[config.mk]
export PLATFORM = sky130hd
export DESIGN_NAME = sensor_frame_crc_check_and_convert
export DESIGN_NICKNAME = d
export VERILOG_FILES = /design/src/rtl/sfccc_pkg.sv /design/src/rtl/sensor_frame_crc_check_and_convert.sv
export VERILOG_INCLUDE_DIRS = /design/src /design/src/rtl
export SDC_FILE = /design/constraint.sdc
export NUM_CORES = 1
export LEC_CHECK = 0
export ABC_AREA = 1
export BUFFER_PORTS_ARGS = -buffer_cell sky130_fd_sc_hd__buf_2
export CORE_UTILIZATION = 32
export CTS_BUF_LIST = sky130_fd_sc_hd__clkbuf_8 sky130_fd_sc_hd__clkbuf_16
export DETAILED_ROUTE_END_ITERATION = 8
export GPL_TIMING_DRIVEN = 0
export PLACE_DENSITY = 0.56
export SETUP_SLACK_MARGIN = 0.5
export SYNTH_ARGS = -nofsm -noshare
export SYNTH_HDL_FRONTEND = slang
export SYNTH_SLANG_ARGS = --single-unit
[constraint.sdc]
create_clock -name clock -period 6.3 [get_ports clock]
set_clock_uncertainty 0.2 [all_clocks]
set_input_delay 0.315 -clock clock [delete_from_list [all_inputs] [get_ports clock]]
set_output_delay 0.315 -clock clock [all_outputs]
set_load 0.02 [all_outputs]
[src/rtl/sensor_frame_crc_check_and_convert_defines.svh]
// assertion macros for the sensor frame checker
`ifndef SENSOR_FRAME_CRC_CHECK_AND_CONVERT_DEFINES_SVH
`define SENSOR_FRAME_CRC_CHECK_AND_CONVERT_DEFINES_SVH

// same-cycle implication, off while reset is high
`define SFCCC_ASSERT_NOW(label, clk, rst, ante, cons, msg) \
   label: assert property (@(posedge clk) disable iff (rst) (ante) |-> (cons)) else $error(msg);

// next-cycle implication, off while reset is high
`define SFCCC_ASSERT_NEXT(label, clk, rst, ante, cons, msg) \
   label: assert property (@(posedge clk) disable iff (rst) (ante) |=> (cons)) else $error(msg);

`endif

[src/rtl/sfccc_pkg.sv]
// package: constants, byte position codes and crc-8 function for the frame checker
package sfccc_pkg;

   localparam logic [7:0]  CRC_POLY    = 8'h31;
   localparam logic [7:0]  CRC_INIT    = 8'hFF;
   localparam logic [14:0] TEMP_SCALE  = 15'd17500;
   localparam logic [13:0] HUM_SCALE   = 14'd10000;
   localparam logic [14:0] TEMP_OFFSET = 15'd4500;

   localparam int RSP_DATA_W = 64;
   localparam int RSP_USER_W = 3;

   typedef enum logic [2:0] {
      POS_TEMP_HI  = 3'd0,
      POS_TEMP_LO  = 3'd1,
      POS_TEMP_CRC = 3'd2,
      POS_HUM_HI   = 3'd3,
      POS_HUM_LO   = 3'd4,
      POS_HUM_CRC  = 3'd5
   } pos_type;

   // crc-8, msb first, no final xor
   function automatic logic [7:0] crc8_byte(input logic [7:0] crc, input logic [7:0] data);
      logic [7:0] c;
      c = crc ^ data;
      for (int i = 0; i < 8; i++) begin
         if (c[7]) begin
            c = {c[6:0], 1'b0} ^ CRC_POLY;
         end else begin
            c = {c[6:0], 1'b0};
         end
      end
      return c;
   endfunction

endpackage

[src/rtl/sensor_frame_crc_check_and_convert.sv]
// top level: six-byte sensor frame crc checker and fixed-point converter
//
// The req channel takes one frame byte per word: temperature high, low, crc,
// humidity high, low, crc. req_tuser marks the first byte of a frame and
// restarts byte counting; a partial frame is dropped. Without the mark the
// frame wraps after the sixth byte, so frames may follow back to back.
// Each 16-bit word is checked with crc-8 (poly 0x31, init 0xFF, msb first).
// After the sixth byte one rsp word carries both raw words, the converted
// temperature (hundredths of a degree C) and humidity (hundredths of a percent),
// and the crc flags. Bytes other than the sixth give no rsp word.
// Throughput is one byte per cycle while req_tready is high. After the sixth
// byte is accepted, one stage registers the constant products and the next
// does the divide-by-65535 correction and offset into the output register.
// When rsp_tready is low the output register holds its word and the product
// stage fills; req_tready drops only when both are full.
// Synchronous reset restarts the byte position and crc and clears all valid flags.
`include "sensor_frame_crc_check_and_convert_defines.svh"

module sensor_frame_crc_check_and_convert (
   input  logic                                clock,
   input  logic                                reset,
   input  logic                                req_tvalid,
   output logic                                req_tready,
   input  logic [7:0]                          req_tdata,  // rx_byte
   input  logic [0:0]                          req_tuser,  // frame_start
   output logic                                rsp_tvalid,
   input  logic                                rsp_tready,
   // temperature_centi[14:0], humidity_centi[28:15], raw_temperature[44:29],
   // raw_humidity[60:45], zero fill[63:61]
   output logic [sfccc_pkg::RSP_DATA_W-1:0]    rsp_tdata,
   // temp_crc_good, humid_crc_good, frame_valid
   output logic [sfccc_pkg::RSP_USER_W-1:0]    rsp_tuser
);

   // frame state
   sfccc_pkg::pos_type byte_pos_ff, byte_pos_in, pos_eff;
   logic [7:0]  crc_ff, crc_in, crc_base;
   logic [15:0] temp_word_ff, temp_word_in;
   logic [15:0] hum_word_ff, hum_word_in;
   logic        temp_good_ff, temp_good_in;

   // product stage
   logic        s1_valid_ff, s1_valid_in;
   logic [30:0] s1_temp_prod_ff, s1_temp_prod_in;
   logic [29:0] s1_hum_prod_ff, s1_hum_prod_in;
   logic [15:0] s1_raw_temp_ff;
   logic [15:0] s1_raw_hum_ff;
   logic        s1_temp_good_ff;
   logic        s1_hum_good_ff, s1_hum_good_in;

   // output stage
   logic        rsp_valid_ff, rsp_valid_in;
   logic [14:0] rsp_temp_ff, rsp_temp_in;
   logic [13:0] rsp_hum_ff, rsp_hum_in;
   logic [15:0] rsp_raw_temp_ff;
   logic [15:0] rsp_raw_hum_ff;
   logic        rsp_temp_good_ff;
   logic        rsp_hum_good_ff;

   logic        out_open, s1_open, s1_advance, accept, result_byte;
   logic [30:0] temp_sum;
   logic [29:0] hum_sum;

   assign out_open   = !rsp_valid_ff || rsp_tready;
   assign s1_advance = s1_valid_ff && out_open;
   assign s1_open    = !s1_valid_ff || out_open;
   assign req_tready = s1_open;
   assign accept     = req_tvalid && req_tready;

   always_comb begin
      if (req_tuser[0] || (byte_pos_ff > sfccc_pkg::POS_HUM_CRC)) begin
         pos_eff  = sfccc_pkg::POS_TEMP_HI;
         crc_base = sfccc_pkg::CRC_INIT;
      end else begin
         pos_eff  = byte_pos_ff;
         crc_base = crc_ff;
      end
   end

   assign result_byte = accept && (pos_eff == sfccc_pkg::POS_HUM_CRC);

   // frame state next values
   always_comb begin
      byte_pos_in    = byte_pos_ff;
      crc_in         = crc_ff;
      temp_word_in   = temp_word_ff;
      hum_word_in    = hum_word_ff;
      temp_good_in   = temp_good_ff;
      s1_hum_good_in = (crc_base == req_tdata);
      if (accept) begin
         case (pos_eff)
            sfccc_pkg::POS_TEMP_HI: begin
               crc_in       = sfccc_pkg::crc8_byte(sfccc_pkg::CRC_INIT, req_tdata);
               temp_word_in = {req_tdata, 8'h00};
               byte_pos_in  = sfccc_pkg::POS_TEMP_LO;
            end
            sfccc_pkg::POS_TEMP_LO: begin
               crc_in       = sfccc_pkg::crc8_byte(crc_base, req_tdata);
               temp_word_in = {temp_word_ff[15:8], req_tdata};
               byte_pos_in  = sfccc_pkg::POS_TEMP_CRC;
            end
            sfccc_pkg::POS_TEMP_CRC: begin
               temp_good_in = (crc_base == req_tdata);
               crc_in       = sfccc_pkg::CRC_INIT;
               byte_pos_in  = sfccc_pkg::POS_HUM_HI;
            end
            sfccc_pkg::POS_HUM_HI: begin
               crc_in      = sfccc_pkg::crc8_byte(sfccc_pkg::CRC_INIT, req_tdata);
               hum_word_in = {req_tdata, 8'h00};
               byte_pos_in = sfccc_pkg::POS_HUM_LO;
            end
            sfccc_pkg::POS_HUM_LO: begin
               crc_in      = sfccc_pkg::crc8_byte(crc_base, req_tdata);
               hum_word_in = {hum_word_ff[15:8], req_tdata};
               byte_pos_in = sfccc_pkg::POS_HUM_CRC;
            end
            sfccc_pkg::POS_HUM_CRC: begin
               crc_in      = sfccc_pkg::CRC_INIT;
               byte_pos_in = sfccc_pkg::POS_TEMP_HI;
            end
            default: begin
               crc_in      = sfccc_pkg::CRC_INIT;
               byte_pos_in = sfccc_pkg::POS_TEMP_HI;
            end
         endcase
      end
   end

   // constant products of the finished words
   assign s1_temp_prod_in = 31'(temp_word_ff) * 31'(sfccc_pkg::TEMP_SCALE);
   assign s1_hum_prod_in  = 30'(hum_word_ff) * 30'(sfccc_pkg::HUM_SCALE);
   assign s1_valid_in     = result_byte || (s1_valid_ff && !out_open);

   // floor(x / 65535) = (x + (x >> 16) + 1) >> 16 for these ranges
   assign temp_sum    = s1_temp_prod_ff + 31'(s1_temp_prod_ff[30:16]) + 31'd1;
   assign hum_sum     = s1_hum_prod_ff + 30'(s1_hum_prod_ff[29:16]) + 30'd1;
   assign rsp_temp_in = temp_sum[30:16] - sfccc_pkg::TEMP_OFFSET;
   assign rsp_hum_in  = hum_sum[29:16];
   assign rsp_valid_in = s1_valid_ff || (rsp_valid_ff && !rsp_tready);

   always_ff @(posedge clock) begin
      if (reset) begin
         byte_pos_ff  <= sfccc_pkg::POS_TEMP_HI;
         crc_ff       <= sfccc_pkg::CRC_INIT;
         temp_word_ff <= 16'h0000;
         hum_word_ff  <= 16'h0000;
         temp_good_ff <= 1'b0;
         s1_valid_ff  <= 1'b0;
         rsp_valid_ff <= 1'b0;
      end else begin
         byte_pos_ff  <= byte_pos_in;
         crc_ff       <= crc_in;
         temp_word_ff <= temp_word_in;
         hum_word_ff  <= hum_word_in;
         temp_good_ff <= temp_good_in;
         s1_valid_ff  <= s1_valid_in;
         rsp_valid_ff <= rsp_valid_in;
      end
   end

   always_ff @(posedge clock) begin
      if (result_byte) begin
         s1_temp_prod_ff <= s1_temp_prod_in;
         s1_hum_prod_ff  <= s1_hum_prod_in;
         s1_raw_temp_ff  <= temp_word_ff;
         s1_raw_hum_ff   <= hum_word_ff;
         s1_temp_good_ff <= temp_good_ff;
         s1_hum_good_ff  <= s1_hum_good_in;
      end
   end

   always_ff @(posedge clock) begin
      if (s1_advance) begin
         rsp_temp_ff      <= rsp_temp_in;
         rsp_hum_ff       <= rsp_hum_in;
         rsp_raw_temp_ff  <= s1_raw_temp_ff;
         rsp_raw_hum_ff   <= s1_raw_hum_ff;
         rsp_temp_good_ff <= s1_temp_good_ff;
         rsp_hum_good_ff  <= s1_hum_good_ff;
      end
   end

   assign rsp_tvalid = rsp_valid_ff;
   assign rsp_tdata  = {3'b000, rsp_raw_hum_ff, rsp_raw_temp_ff, rsp_hum_ff, rsp_temp_ff};
   assign rsp_tuser  = {rsp_temp_good_ff & rsp_hum_good_ff, rsp_hum_good_ff, rsp_temp_good_ff};

   `SFCCC_ASSERT_NEXT(a_sixth_byte_fills_stage, clock, reset, result_byte, s1_valid_ff,
      "sixth byte did not reach the product stage")
   `SFCCC_ASSERT_NEXT(a_stage_holds_on_stall, clock, reset, s1_valid_ff && !out_open,
      s1_valid_ff && $stable(s1_temp_prod_ff) && $stable(s1_hum_prod_ff),
      "product stage lost a word while the output was full")
   `SFCCC_ASSERT_NOW(a_temp_range, clock, reset, rsp_valid_ff,
      ($signed(rsp_temp_ff) >= -15'sd4500) && ($signed(rsp_temp_ff) <= 15'sd13000),
      "temperature out of range")
   `SFCCC_ASSERT_NOW(a_hum_range, clock, reset, rsp_valid_ff, rsp_hum_ff <= 14'd10000,
      "humidity out of range")

endmodule

==> Word level (Yosys, flattened, before mapping) <==
Cells that the tools add are included.
{ "classes": {"bitwise": 35, "n_mul": 2, "magnitude_cmp": 1, "n_eq_ne": 6, "muxes": 92, "add_sub_neg": 5, "reduce_logical": 22} }
{ "op_table": {"columns": ["cell", "n"], "rows": [
  ["2-to-1 mux 8 bit", 57],
  ["2-to-1 mux 6 bit", 30],
  ["NOT 3 bit", 30],
  ["case mux 16 bit (2 select lines)", 2],
  ["case mux 8 bit (4 select lines)", 1],
  ["adder 31 x 1 -> 31 bit (second input constant)", 1],
  ["adder 31 x 15 -> 31 bit", 1],
  ["adder 30 x 1 -> 30 bit (second input constant)", 1],
  ["adder 30 x 14 -> 30 bit", 1],
  ["multiplier 16 x 13 -> 29 bit (second input constant)", 1],
  ["multiplier 16 x 10 -> 26 bit (second input constant)", 1],
  ["case mux 3 bit (5 select lines)", 1],
  ["subtractor 15 x 13 -> 15 bit (second input constant)", 1],
  ["== test 8 bit", 1],
  ["NOT 8 bit", 1],
  ["bitwise XOR 8 bit", 1],
  ["== test 3 x 2 -> 1 bit (second input constant)", 2],
  ["== test 3 bit (second input constant)", 2],
  ["AND reduction 2 bit", 3],
  ["AND reduction 3 bit", 2],
  ["logical AND 1 bit", 5],
  ["logical OR 1 bit", 5],
  ["logical NOT 1 bit", 4],
  ["nonzero test 2 bit", 2],
  ["other kinds (6)", 7]
]} }
{ "word_totals": {"elab_cells": 184, "register_bits": 198, "in_bits": 13} }

==> Longest topological paths before layout <==
Gate-level depths: netlist (run 1).
{ "logic_depth": {"word_depth": 35, "ltp_mapped": 20, "mapped_depth_nobuf": 20} }

==> Worst setup path before layout (run 1) <==
No wires, ideal clock.
{ "synth_path": {"path_kind": "register to register", "start": "register rsp_valid_ff (netlist: rsp_tvalid)", "end": "register s1_hum_good_ff, enable pin", "path_slack_ns": 0.944, "setup_time_ns": 0.527, "stages_incl_launch_ff": 5, "required_ns": 5.573, "arrival_time_ns": 4.629, "path_cell_list": "dfxtp_1 -> nand3_1 -> nand2_1 -> clkbuf_1 -> nor2_1"} }
{ "synth_between": {"elab_chain_len": 5} }
{ "synth_rtl": {"columns": ["element", "line_no", "rtl"], "rows": [
  ["start: declaration", "sensor_frame_crc_check_and_convert.sv:52", "logic rsp_valid_ff, rsp_valid_in;"],
  ["start signal: assignment", "sensor_frame_crc_check_and_convert.sv:157", "rsp_valid_ff <= rsp_valid_in;"],
  ["logical NOT 1 bit", "sensor_frame_crc_check_and_convert.sv:64", "assign out_open = !rsp_valid_ff || rsp_tready;"],
  ["logical OR 1 bit", "sensor_frame_crc_check_and_convert.sv:64", null],
  ["logical OR 1 bit", "sensor_frame_crc_check_and_convert.sv:66", "assign s1_open = !s1_valid_ff || out_open;"],
  ["named net req_tready", "sensor_frame_crc_check_and_convert.sv:23", "output logic req_tready,"],
  ["logical AND 1 bit", "sensor_frame_crc_check_and_convert.sv:68", "assign accept = req_tvalid && req_tready;"],
  ["logical AND 1 bit", "sensor_frame_crc_check_and_convert.sv:80", "assign result_byte = accept && (pos_eff == sfccc_pkg::POS_HUM_CRC);"],
  ["named net result_byte", "sensor_frame_crc_check_and_convert.sv:60", "logic out_open, s1_open, s1_advance, accept, result_byte;"],
  ["end signal: assignment", "sensor_frame_crc_check_and_convert.sv:168", "s1_hum_good_ff <= s1_hum_good_in;"],
  ["end: declaration", "sensor_frame_crc_check_and_convert.sv:49", "logic s1_hum_good_ff, s1_hum_good_in;"]
]} }
The timed path passes the listed nets, and every way through them passes these cells.
A chain may end at the register's enable or synchronous reset.

==> Worst setup path after layout (run 1) <==
{ "layout_path": {"start": "register temp_word_ff[9]", "end": "register s1_temp_prod_ff[28], data pin"} }
{ "layout_between": {"elab_chain_len": 1} }
{ "layout_rtl": {"columns": ["element", "line_no", "rtl"], "rows": [
  ["start: declaration", "sensor_frame_crc_check_and_convert.sv:38", "logic [15:0] temp_word_ff, temp_word_in;"],
  ["start signal: assignment", "sensor_frame_crc_check_and_convert.sv:153", "temp_word_ff <= temp_word_in;"],
  ["multiplier 16 x 13 -> 29 bit", "sensor_frame_crc_check_and_convert.sv:130", "assign s1_temp_prod_in = 31'(temp_word_ff) * 31'(sfccc_pkg::TEMP_SCALE);"],
  ["named net s1_temp_prod_in[28]", "sensor_frame_crc_check_and_convert.sv:44", "logic [30:0] s1_temp_prod_ff, s1_temp_prod_in;"],
  ["end signal: assignment", "sensor_frame_crc_check_and_convert.sv:163", "s1_temp_prod_ff <= s1_temp_prod_in;"],
  ["end: declaration", "sensor_frame_crc_check_and_convert.sv:44", null]
]} }
The timed path passes the listed nets, and every way through them passes these cells.

==> results of run 1 <==
-- metrics by stage --
stage	hold WS, ns	power [mW]	cells
final	0.0505	2.95	2420
after floorplan	0.200	1.74	1698
after global routing	0.0304	3.10	2420
after global placement	0.206	1.84	2378
after CTS	0.0131	2.99	2420
after detailed placement	0.205	1.84	2382
-- tightest hold or removal path, stage by stage --
cell and delay, ns:
sky130_fd_sc_hd__clkbuf_2 0.19, sky130_fd_sc_hd__nand2_1 0.11, sky130_fd_sc_hd__a21oi_1 0.06
-- layout make-up --
type,count,area [um2],share of cell area
inverters,319,1200,0.0703
plain buffers,20,101,0.00595
multi-input cells,1166,8520,0.500
flip-flops and latches,193,5340,0.313
well taps,607,759,0.0446
clock inverters,15,181,0.0107
repair buffers,83,505,0.0297
clock buffers,17,425,0.0250
-- layout by cell type, fill, tap and decap left out, drive strengths merged, types with 16 or more instances in the layout --
| master | instances |
|---|---|
| nand2 | 380 |
| inv | 327 |
| ha | 192 |
| edfxtp | 147 |
| nor2 | 117 |
| a21oi | 105 |
| buf | 88 |
| fa | 80 |
| nand3 | 79 |
| xor2 | 60 |
| o21ai | 52 |
| dfxtp | 46 |
| clkbuf | 26 |
| xnor2 | 17 |
| nor3 | 16 |
-- flip-flops by register name, summed over array words and instances, names as in the netlist, 3 cells and up --
| signal | cells |
|---|---|
| s1_temp_prod_ff | 28 |
| s1_hum_prod_ff | 22 |
| hum_word_ff | 16 |
| rsp_raw_hum_ff | 16 |
| rsp_raw_temp_ff | 16 |
| s1_raw_hum_ff | 16 |
| s1_raw_temp_ff | 16 |
| temp_word_ff | 16 |
| rsp_temp_ff | 15 |
| rsp_hum_ff | 14 |
| crc_ff | 8 |
| byte_pos_ff | 3 |
-- logic make-up (layout without fill, tap and decap cells) --
kind of cell / after synthesis / in the layout / share of synthesized area
compound gates: 193 / 193 / 0.0716
buf+inv: 339 / 454 / 0.0859
other cells: 1 / 3 / 0.000248
simple gates: 621 / 621 / 0.180
xor+xnor: 77 / 77 / 0.0451
flops: 193 / 193 / 0.353
fa+ha+maj: 272 / 272 / 0.265
-- worst max path at each step --
stage                     endpoint  slack (ns)  cells after the start
2_1_floorplan       s1_hum_good_ff        0.94                      4
3_3_place_gp      s1_raw_hum_ff[9]       -1.00                      6
3_5_place_dp   s1_temp_prod_ff[28]        1.26                     20
4_1_cts        s1_temp_prod_ff[28]        1.20                     20
5_1_grt         s1_hum_prod_ff[25]        0.87                     18
6_report       s1_temp_prod_ff[28]        1.20                     20
-- per-layer routing --
metal / vias to the layer above / track usage / share of wire
met2: 173 / 0.236 / 0.46
met5: - / 0 / 0
met1: 5126 / 0.200 / 0.49
met3: 33 / 0.0197 / 0.036
met4: 0 / 0.0523 / 0.018
li1: 5705 / - / -
-- power groups by stage --
| stage | combinational (mW) | clock (mW) | sequential [mW] |
|---|---|---|---|
| 5_1_grt | 0.493 | 1.21 | 1.40 |
| 6_report | 0.418 | 1.13 | 1.40 |
| 3_5_place_dp | 0.413 | 0 | 1.43 |
| 4_1_cts | 0.424 | 1.17 | 1.40 |
| 3_3_place_gp | 0.410 | 0 | 1.43 |
| 2_1_floorplan | 0.326 | 0 | 1.42 |
-- what timing repair did --
action                                 in CTS  in global routing
hold buffers                                6                  0
endpoints found under the hold margin      14                  0
setup endpoints to repair                   0                  0
==> results.sh, run 1 <==
export IMPL_status="complete, no violations"
export IMPL_floorplan_initialDensity=0.325
export IMPL_routed_via_density=4.56
export IMPL_netlist_area_leader_share=0.292
export IMPL_timing_hold_worst_start="req_tdata[4]"
export IMPL_synth_top_cells_by_count="358 x sky130_fd_sc_hd__nand2_1, 314 x sky130_fd_sc_hd__inv_1, 192 x sky130_fd_sc_hd__ha_1, 147 x sky130_fd_sc_hd__edfxtp_1, 104 x sky130_fd_sc_hd__nor2_1"
export IMPL_detailroute_via_count=11037
export IMPL_timing_slew_headroom=0.521
export IMPL_synthCells=1696
export IMPL_grt_pass1_wl_um=54900
export IMPL_globalRouteTotalUtil=0.146
export IMPL_antenna_found_initial=0
export IMPL_postCtsSetupRepairBufs=0
export IMPL_synth_warnings=0
export IMPL_overall_overflow_remaining_after_global_route=0
export IMPL_io_buffers=73
export IMPL_netSwitchingFraction=0.286
export IMPL_synth_enable_flop_cells=147
export IMPL_synth_sequential_area_ratio=0.353
export IMPL_cp_common_cell="sky130_fd_sc_hd__inv_1"
export IMPL_series_of_cell_instances_along_the_critical_path="ha_1 -> inv_1 -> fa_1 -> inv_1 -> ha_1 -> fa_1 -> inv_1 -> fa_1 -> inv_1 -> ha_1 -> a21oi_1 -> o21ai_0 -> a21oi_1 -> o21ai_0 -> a21boi_1 -> o21ai_2 -> nand3_1 -> nand2_1 -> nand2_1 -> nand2_1"
export IMPL_critPathMaxStageDelay_ns=0.66
export IMPL_critical_path_required_ns=6.33
export IMPL_synth_area_leaders="sky130_fd_sc_hd__edfxtp_1 29%, sky130_fd_sc_hd__ha_1 16%, sky130_fd_sc_hd__fa_1 11%"
export IMPL_cell_accounting_for_the_most_synthesized_area="sky130_fd_sc_hd__edfxtp_1"
export IMPL_regToRegEndpoint="s1_temp_prod_ff[28]"
export IMPL_slowest_cell_on_the_critical_path="sky130_fd_sc_hd__dfxtp_1"
export IMPL_commonest_register_cell_after_synthesis="sky130_fd_sc_hd__edfxtp_1"
export IMPL_cts_tree="built"
export IMPL_critical_path_arrival_ns=5.13
export IMPL_pwr_share_seq=0.474
export IMPL_fillerInstances=4655
export IMPL_syn2layout_area_growth_pct=12.5
export IMPL_leakage_nw=8.41
export IMPL_p_clk_frac=0.384
export IMPL_design_die_area_mm2=0.0481
export IMPL_criticalPathCategory="flop to flop"
export IMPL_timing_critical_path_from_type="flop"
export IMPL_final_hold_violation_count=0
export IMPL_worst_vdd_rail_ir_drop_mv=0.136
export IMPL_cp_num_buf_inv=4
export IMPL_dieWidth_um=219
export IMPL_max_fanout_on_critical_path=8
export IMPL_fin_setup_tns_ns=0
export IMPL_holdPathEnd="temp_word_ff[4]"
export IMPL_vias_in_the_first_global_route=10850
export IMPL_cp_top_family="adder cells"
export IMPL_ctsResizeCount=0
export IMPL_clkTransAtPathRegs_ns=0.08
export IMPL_number_of_maximum_capacitance_violations=0
export IMPL_timing_final_max_slew_violations=0
export IMPL_ctsRootBufferMaster="sky130_fd_sc_hd__clkbuf_16"
export IMPL_dr_pass1_iters=5
export IMPL_critical_path_reg2reg_startpoint="temp_word_ff[9]"
export IMPL_worstSetupStartpoint="temp_word_ff[9]"
export IMPL_syn_mean_instance_area_um2=8.92
export IMPL_antenna_cells=0
export IMPL_layout_nets=2085
export IMPL_routed_wirelength_um=32900
export IMPL_hold_path_class="primary input to flop"
export IMPL_synth_cell_types=51
export IMPL_tightestPinTransition_ns=0.717
export IMPL_min_period_ns=5.10
export IMPL_placement_cell_area_mm2=0.0164
export IMPL_residual_antenna_violating_net_count_after_detailed_routing=0
export IMPL_worst_skew_pair_late_latency_ns=0.47
export IMPL_synth_async_reset_ratio=0
export IMPL_pre_cts_slack_ns=1.26
export IMPL_ys_seq_elements=193
export IMPL_cp_end_kind="flop"
export IMPL_h_tree_depth=4
export IMPL_dp_hpwl_um=26600
export IMPL_core_rowCount=79
export IMPL_placeableCoreArea_mm2=0.0466
export IMPL_post_route_cells_drive_above_1_share=0.0971
export IMPL_timing_hold_worst_path_depth=3
export IMPL_gpl_final_weighted_congestion=0.898
export IMPL_report_final_setup_viol=0
export IMPL_die_h_um=219
export IMPL_cts_made_buffers=17
export IMPL_power_frac_comb=0.142
export IMPL_setup_ws_ns=1.20
export IMPL_pwr_density_cell_mw_per_mm2=173
export IMPL_stdcell_area_mm2=0.0170
export IMPL_fmax_mhz=196
export IMPL_intPower_mw=2.10
export IMPL_synth_most_common_cell="sky130_fd_sc_hd__nand2_1"
export IMPL_clkSinkCount=193
export IMPL_timing_reg2reg_setup_slack_ns=1.20
export IMPL_worst_r2r_path_depth=20
export IMPL_remaining_drc_errors=0
export IMPL_avgRoutedWirePerCell_um=13.6
export IMPL_synth_cell_area_mm2=0.0151
export IMPL_final_min_period_over_clock_period=0.810
export IMPL_post_route_util=0.366
export IMPL_grt_max_degree=37
export IMPL_rsz0062_at_grt="no"
export IMPL_sw_power_mw=0.843
export IMPL_clockBufferDepth=2
export IMPL_drt_iter0_drc=584
export IMPL_ioPinCount=82
Note: power is estimated with default switching activity, not from simulation.
==> inputs of run 2 (changes only) <==
- clock period: 6.3 -> 4.7 ns (I/O delays scaled with it)
==> run 2 against run 1 <==
  * Total power is 42% higher
  * Count of clock-buffer cells in the layout stayed put
  * Global-route usage is 0.44 points higher
  * Critical path type unchanged
  * Register-to-register slack worse by 0.78 ns
  * Worst setup slack worse by 0.78 ns
  * Fmax is 19% higher
  * Core utilization is 4.1 points higher
  * Combinational power is 100% higher
  * Largest power group unchanged
==> results.sh, run 2 (same netlist as run 1, synthesis figures left out) <==
export IMPL_cts_tree="built"
export IMPL_dp_hpwl_um=26700
export IMPL_timing_slew_headroom=0.438
export IMPL_min_period_ns=4.29
export IMPL_dr_wl_met2_um=16400
export IMPL_layout_top_registers="s1_temp_prod_ff (28), s1_hum_prod_ff (22)"
export IMPL_slowest_cell_on_the_critical_path="sky130_fd_sc_hd__fa_1"
export IMPL_dp_cells=2382
export IMPL_topRoutingLayerUsed="met4"
export IMPL_ioPinCount=82
export IMPL_leakage_nw=8.97
export IMPL_avgRoutedWirePerCell_um=14.2
export IMPL_clkTransAtPathRegs_ns=0.08
export IMPL_fmax_mhz=233
export IMPL_final_hold_violation_count=0
export IMPL_post_route_util=0.406
export IMPL_final_seq_area_mm2=0.00544
export IMPL_drt_iter0_drc=535
export IMPL_met3RoutedLength_um=1150
export IMPL_multi_input_comb_area_mm2=0.00970
export IMPL_worst_skew_pair_late_latency_ns=0.47
export IMPL_hold_path_class="primary input to flop"
export IMPL_io_buffers=73
export IMPL_overall_overflow_remaining_after_global_route=0
export IMPL_syn2layout_area_growth_pct=25.1
export IMPL_die_h_um=219
export IMPL_max_fanout_on_critical_path=4
export IMPL_worst_vdd_rail_ir_drop_mv=0.173
export IMPL_cts_made_buffers=17
export IMPL_routed_wirelength_um=35600
export IMPL_grt_max_degree=36
export IMPL_globalRouteTotalUtil=0.151
export IMPL_critPathMaxStageDelay_ns=0.51
export IMPL_leading_cell_type_in_the_layout_fill_and_taps_excluded="sky130_fd_sc_hd__nand2_1"
export IMPL_layout_cells_most_common_list="329 x sky130_fd_sc_hd__nand2_1, 285 x sky130_fd_sc_hd__inv_1, 147 x sky130_fd_sc_hd__edfxtp_1, 143 x sky130_fd_sc_hd__ha_1, 92 x sky130_fd_sc_hd__nor2_1"
export IMPL_cp_end_kind="flop"
export IMPL_series_of_cell_instances_along_the_critical_path="ha_4 -> inv_2 -> fa_1 -> inv_2 -> ha_4 -> fa_1 -> inv_1 -> fa_1 -> inv_2 -> ha_4 -> a21oi_4 -> o21ai_2 -> a21oi_2 -> o21ai_2 -> a21boi_2 -> o21ai_2 -> buf_4 -> xor2_1"
export IMPL_residual_antenna_violating_net_count_after_detailed_routing=0
export IMPL_regMostFlops="s1_temp_prod_ff"
export IMPL_floorplan_initialDensity=0.325
export IMPL_clkSinkCount=193
export IMPL_criticalPathCategory="flop to flop"
export IMPL_tightestPinTransition_ns=0.842
export IMPL_antenna_found_initial=0
export IMPL_timing_final_max_slew_violations=0
export IMPL_wirelength_met1_um=17400
export IMPL_pwr_density_cell_mw_per_mm2=221
export IMPL_layout_nets=2164
export IMPL_routed_via_density=4.60
export IMPL_remaining_drc_errors=0
export IMPL_timing_critical_path_from_type="flop"
export IMPL_critical_path_required_ns=4.70
export IMPL_ctsRootBufferMaster="sky130_fd_sc_hd__clkbuf_16"
export IMPL_cp_num_buf_inv=5
export IMPL_grt_pass1_wl_um=56800
export IMPL_critical_path_arrival_ns=4.29
export IMPL_placeableCoreArea_mm2=0.0466
export IMPL_detailroute_via_count=11489
export IMPL_rsz0062_at_grt="yes"
export IMPL_cp_top_family="adder cells"
export IMPL_dieWidth_um=219
export IMPL_status="complete, no violations"
export IMPL_core_rowCount=79
export IMPL_instances_no_fill=2499
export IMPL_clockBufferDepth=2
export IMPL_fillerInstances=4519
export IMPL_design_die_area_mm2=0.0481
export IMPL_number_of_maximum_capacitance_violations=0
export IMPL_antenna_cells=0
export IMPL_vias_in_the_first_global_route=11196
export IMPL_post_route_cells_drive_above_1_share=0.244
export IMPL_final_min_period_over_clock_period=0.912
export IMPL_h_tree_depth=4
export IMPL_report_final_setup_viol=0
export IMPL_largest_reg_flops=28
export IMPL_gpl_final_weighted_congestion=0.893
export IMPL_dr_pass1_iters=5
[run 2: report_power, final]
group,internal (mW),switching (mW)
combinational,0.356,0.483
sequential,1.83,0.0194
clock,0.723,0.766
[run 2: final timing paths]
kind	startpoint	end	slack [ns]	cells past startpoint
min	req_tdata[1]	hum_word_ff[1]	0.04	3
max	temp_word_ff[9]	s1_temp_prod_ff[26]	0.41	18
min reg2reg	s1_raw_temp_ff[2]	rsp_raw_temp_ff[2]	0.22	0
max reg2reg	temp_word_ff[9]	s1_temp_prod_ff[26]	0.41	18
[run 2: timing repair]
action | 4_1_cts | 5_1_grt
gates resized for setup | 106 | 143
setup buffers | 55 | 22
hold endpoints to repair | 25 | 0
pin swaps | 48 | 112
hold buffers | 8 | 0
setup endpoints to repair | 32 | 26
[run 2: final cells by class]
type,instances,share of cell area
inverters,319,0.0638
plain buffers,20,0.00536
multi-input cells,1166,0.512
clock buffers,17,0.0225
clock inverters,15,0.00932
flip-flops and latches,193,0.287
repair buffers,162,0.0591
well taps,607,0.0401
[run 2: through the flow]
stage | TNS [ns] | cell area, um2 | setup slack, ns | power [mW] | hold slack [ns]
after floorplan | 0 | 15300 | 0.502 | 2.38 | 0.183
after global placement | -36.20 | 16400 | -0.442 | 2.51 | 0.205
after detailed placement | -0.0630 | 16500 | -0.0628 | 2.51 | 0.205
after CTS | 0 | 18100 | 0.367 | 4.10 | 0.0242
after global routing | 0 | 18900 | 0.248 | 4.39 | 0.0682
final | 0 | 18900 | 0.413 | 4.18 | 0.0435
[run 2: metal layers]
| layer | global-route usage | up-vias |
|---|---|---|
| met4 | 0.0532 | 0 |
| met2 | 0.242 | 199 |
| met3 | 0.0200 | 28 |
| li1 | - | 5875 |
| met1 | 0.207 | 5387 |
| met5 | 0 | - |
[run 2: worst min-delay path: stages]
cell and delay [ns]:
sky130_fd_sc_hd__clkbuf_1 0.23, sky130_fd_sc_hd__nand2_1 0.14, sky130_fd_sc_hd__a21oi_1 0.05
==> inputs of run 3 (changes only) <==
- clock period: 4.7 -> 4.99 ns (I/O delays scaled with it)
==> run 3 against run 2 <==
  * Sequential share of layout area is 1.4 points higher
  * Wire length decreased by 2.5%
  * Register-to-register slack better by 0.23 ns
  * Worst setup slack improved by 0.23 ns
  * Count of clock-buffer cells in the layout stayed put
  * Cell count decreased by 1.7%
  * Flip-flop and latch count did not move
  * Clock power fell by 8%
  * Critical path depth rose by 1
  * Core utilization down 1.9 points
  * Total power fell by 9.1%
  * Critical endpoint is now s1_temp_prod_ff[30]
==> results.sh, run 3 (same netlist as run 1, synthesis figures left out) <==
export IMPL_worstSetupStartpoint="temp_word_ff[9]"
export IMPL_intPower_mw=2.68
export IMPL_die_h_um=219
export IMPL_netSwitchingFraction=0.294
export IMPL_sw_power_mw=1.12
export IMPL_min_period_ns=4.35
export IMPL_core_rowCount=79
export IMPL_pwr_density_cell_mw_per_mm2=211
export IMPL_h_tree_depth=4
export IMPL_global_route_peak_usage_layer="met2"
export IMPL_dp_hpwl_um=26800
export IMPL_final_hold_violation_count=0
export IMPL_remaining_drc_errors=0
export IMPL_number_of_maximum_capacitance_violations=0
export IMPL_regMostFlops="s1_temp_prod_ff"
export IMPL_tightestPinTransition_ns=0.835
export IMPL_dp_cells=2382
export IMPL_clkTransAtPathRegs_ns=0.09
export IMPL_largest_reg_flops=28
export IMPL_routed_wirelength_um=34700
export IMPL_dr_pass1_iters=5
export IMPL_grt_met3_usage=0.0194
export IMPL_timing_reg2reg_setup_slack_ns=0.64
export IMPL_cts_made_buffers=17
export IMPL_dieWidth_um=219
export IMPL_syn2layout_area_growth_pct=19.1
export IMPL_layout_cells_most_common_list="351 x sky130_fd_sc_hd__nand2_1, 296 x sky130_fd_sc_hd__inv_1, 159 x sky130_fd_sc_hd__ha_1, 147 x sky130_fd_sc_hd__edfxtp_1, 96 x sky130_fd_sc_hd__nor2_1"
export IMPL_placement_cell_area_mm2=0.0164
export IMPL_antenna_found_initial=0
export IMPL_ctsRootBufferMaster="sky130_fd_sc_hd__clkbuf_16"
export IMPL_grt_pass1_wl_um=55300
export IMPL_residual_antenna_violating_net_count_after_detailed_routing=0
export IMPL_fmax_mhz=230
export IMPL_globalRouteTotalUtil=0.148
export IMPL_worst_r2r_path_depth=19
export IMPL_avgRoutedWirePerCell_um=14.1
export IMPL_clkSinkCount=193
export IMPL_timing_slew_headroom=0.442
export IMPL_io_buffers=73
export IMPL_timing_critical_path_from_type="flop"
export IMPL_leading_cell_type_in_the_layout_fill_and_taps_excluded="sky130_fd_sc_hd__nand2_1"
export IMPL_floorplan_initialDensity=0.325
export IMPL_clockBufferDepth=2
export IMPL_rsz0062_at_grt="yes"
export IMPL_critical_path_reg2reg_startpoint="temp_word_ff[9]"
export IMPL_worst_vdd_rail_ir_drop_mv=0.158
export IMPL_detailroute_via_count=11300
export IMPL_status="complete, no violations"
export IMPL_fillerInstances=4615
export IMPL_post_route_cells_drive_above_1_share=0.182
export IMPL_overall_overflow_remaining_after_global_route=0
export IMPL_stdcell_area_mm2=0.0180
export IMPL_drt_iter0_drc=588
export IMPL_timing_final_max_slew_violations=0
export IMPL_power_frac_comb=0.179
export IMPL_report_final_setup_viol=0
export IMPL_layout_top_registers="s1_temp_prod_ff (28), s1_hum_prod_ff (22)"
export IMPL_layout_nets=2121
export IMPL_grt_met2_usage=0.238
export IMPL_leakage_nw=8.60
export IMPL_worst_setup_path_endpoint="s1_temp_prod_ff[30]"
export IMPL_worst_skew_pair_late_latency_ns=0.47
export IMPL_pwr_share_seq=0.460
export IMPL_hold_path_class="primary input to flop"
export IMPL_routed_via_density=4.60
export IMPL_critical_path_arrival_ns=4.37
export IMPL_max_fanout_on_critical_path=5
export IMPL_critical_path_required_ns=5.01
export IMPL_gpl_final_weighted_congestion=0.904
export IMPL_regToRegEndpoint="s1_temp_prod_ff[30]"
export IMPL_setup_ws_ns=0.642
export IMPL_placeableCoreArea_mm2=0.0466
export IMPL_design_die_area_mm2=0.0481
export IMPL_antenna_cells=0
export IMPL_grt_max_degree=34
export IMPL_timing_hold_worst_start="req_tdata[7]"
export IMPL_cp_end_kind="flop"
export IMPL_criticalPathCategory="flop to flop"
export IMPL_final_min_period_over_clock_period=0.871
export IMPL_vias_in_the_first_global_route=10896
export IMPL_pre_cts_slack_ns=-0.0548
export IMPL_cts_tree="built"
export IMPL_instances_no_fill=2456
export IMPL_ioPinCount=82
export IMPL_gr_usage_met1=0.202
export IMPL_p_clk_frac=0.361
run 3: cell count changes in the layout (fill, tap and decap cells not counted), sizes merged:
cell	delta
buf	-43
clkinv	+2
clkinvlp	+1
inv	-3
run 3: critical path, cell delays in order, from the launching register on:
cell	delay, ns
sky130_fd_sc_hd__dfxtp_4	0.38
sky130_fd_sc_hd__ha_4	0.25
sky130_fd_sc_hd__inv_1	0.04
sky130_fd_sc_hd__fa_1	0.49
sky130_fd_sc_hd__inv_1	0.06
sky130_fd_sc_hd__ha_4	0.21
sky130_fd_sc_hd__fa_1	0.49
sky130_fd_sc_hd__inv_1	0.06
sky130_fd_sc_hd__fa_1	0.50
sky130_fd_sc_hd__inv_2	0.05
sky130_fd_sc_hd__ha_4	0.23
sky130_fd_sc_hd__a21oi_4	0.15
sky130_fd_sc_hd__o21ai_2	0.10
sky130_fd_sc_hd__a21oi_4	0.17
sky130_fd_sc_hd__o21ai_4	0.08
sky130_fd_sc_hd__a21boi_2	0.20
sky130_fd_sc_hd__o21ai_2	0.11
sky130_fd_sc_hd__buf_4	0.15
sky130_fd_sc_hd__nand4_1	0.07
sky130_fd_sc_hd__nand3b_1	0.08
run 3: worst min path at each step:
stage / end / depth (start not counted)
3_5_place_dp: rsp_raw_hum_ff[4] / 0
2_1_floorplan: hum_word_ff[0] / 2
5_1_grt: temp_word_ff[1] / 3
3_3_place_gp: rsp_raw_hum_ff[10] / 0
6_report: hum_word_ff[7] / 3
4_1_cts: byte_pos_ff[0] / 5
run 3: repair_timing:
action	CTS	global route
hold buffers	8	0
buffers inserted	10	24
setup endpoints to repair	29	24
resized for setup	74	104
pin swaps	4	55
hold endpoints to repair	23	0
run 3: stage by stage:
stage	power, mW	TNS [ns]	utilization	hold slack (ns)
floorplan	2.20	0	-	0.197
global placement	2.32	-107.99	0.349	0.207
detailed placement	2.32	-0.0548	0.351	0.205
CTS	3.73	0	0.372	0.0238
global route	4.00	0	0.387	0.0733
finish	3.80	0	0.387	0.0471
run 3: power by group through the flow:
stage / clock network [mW] / registers [mW] / logic [mW]
3_3_place_gp: 0 / 1.80 / 0.518
6_report: 1.37 / 1.75 / 0.680
3_5_place_dp: 0 / 1.80 / 0.521
2_1_floorplan: 0 / 1.79 / 0.411
5_1_grt: 1.47 / 1.75 / 0.781
4_1_cts: 1.42 / 1.76 / 0.556
run 3: metal layers:
layer / routed length (um) / vias to the layer above
met5: 0 / -
met4: 672 / 0
met3: 1070 / 39
met2: 16000 / 184
met1: 17000 / 5287
li1: - / 5790
run 3: final cells by class:
type,count,area [um2],share of cell area
repair buffers,119,781,0.0433
inverters,319,1200,0.0667
plain buffers,20,101,0.00562
well taps,607,759,0.0421
clock inverters,15,165,0.00917
flip-flops and latches,193,5430,0.301
multi-input cells,1166,9160,0.508
clock buffers,17,425,0.0236
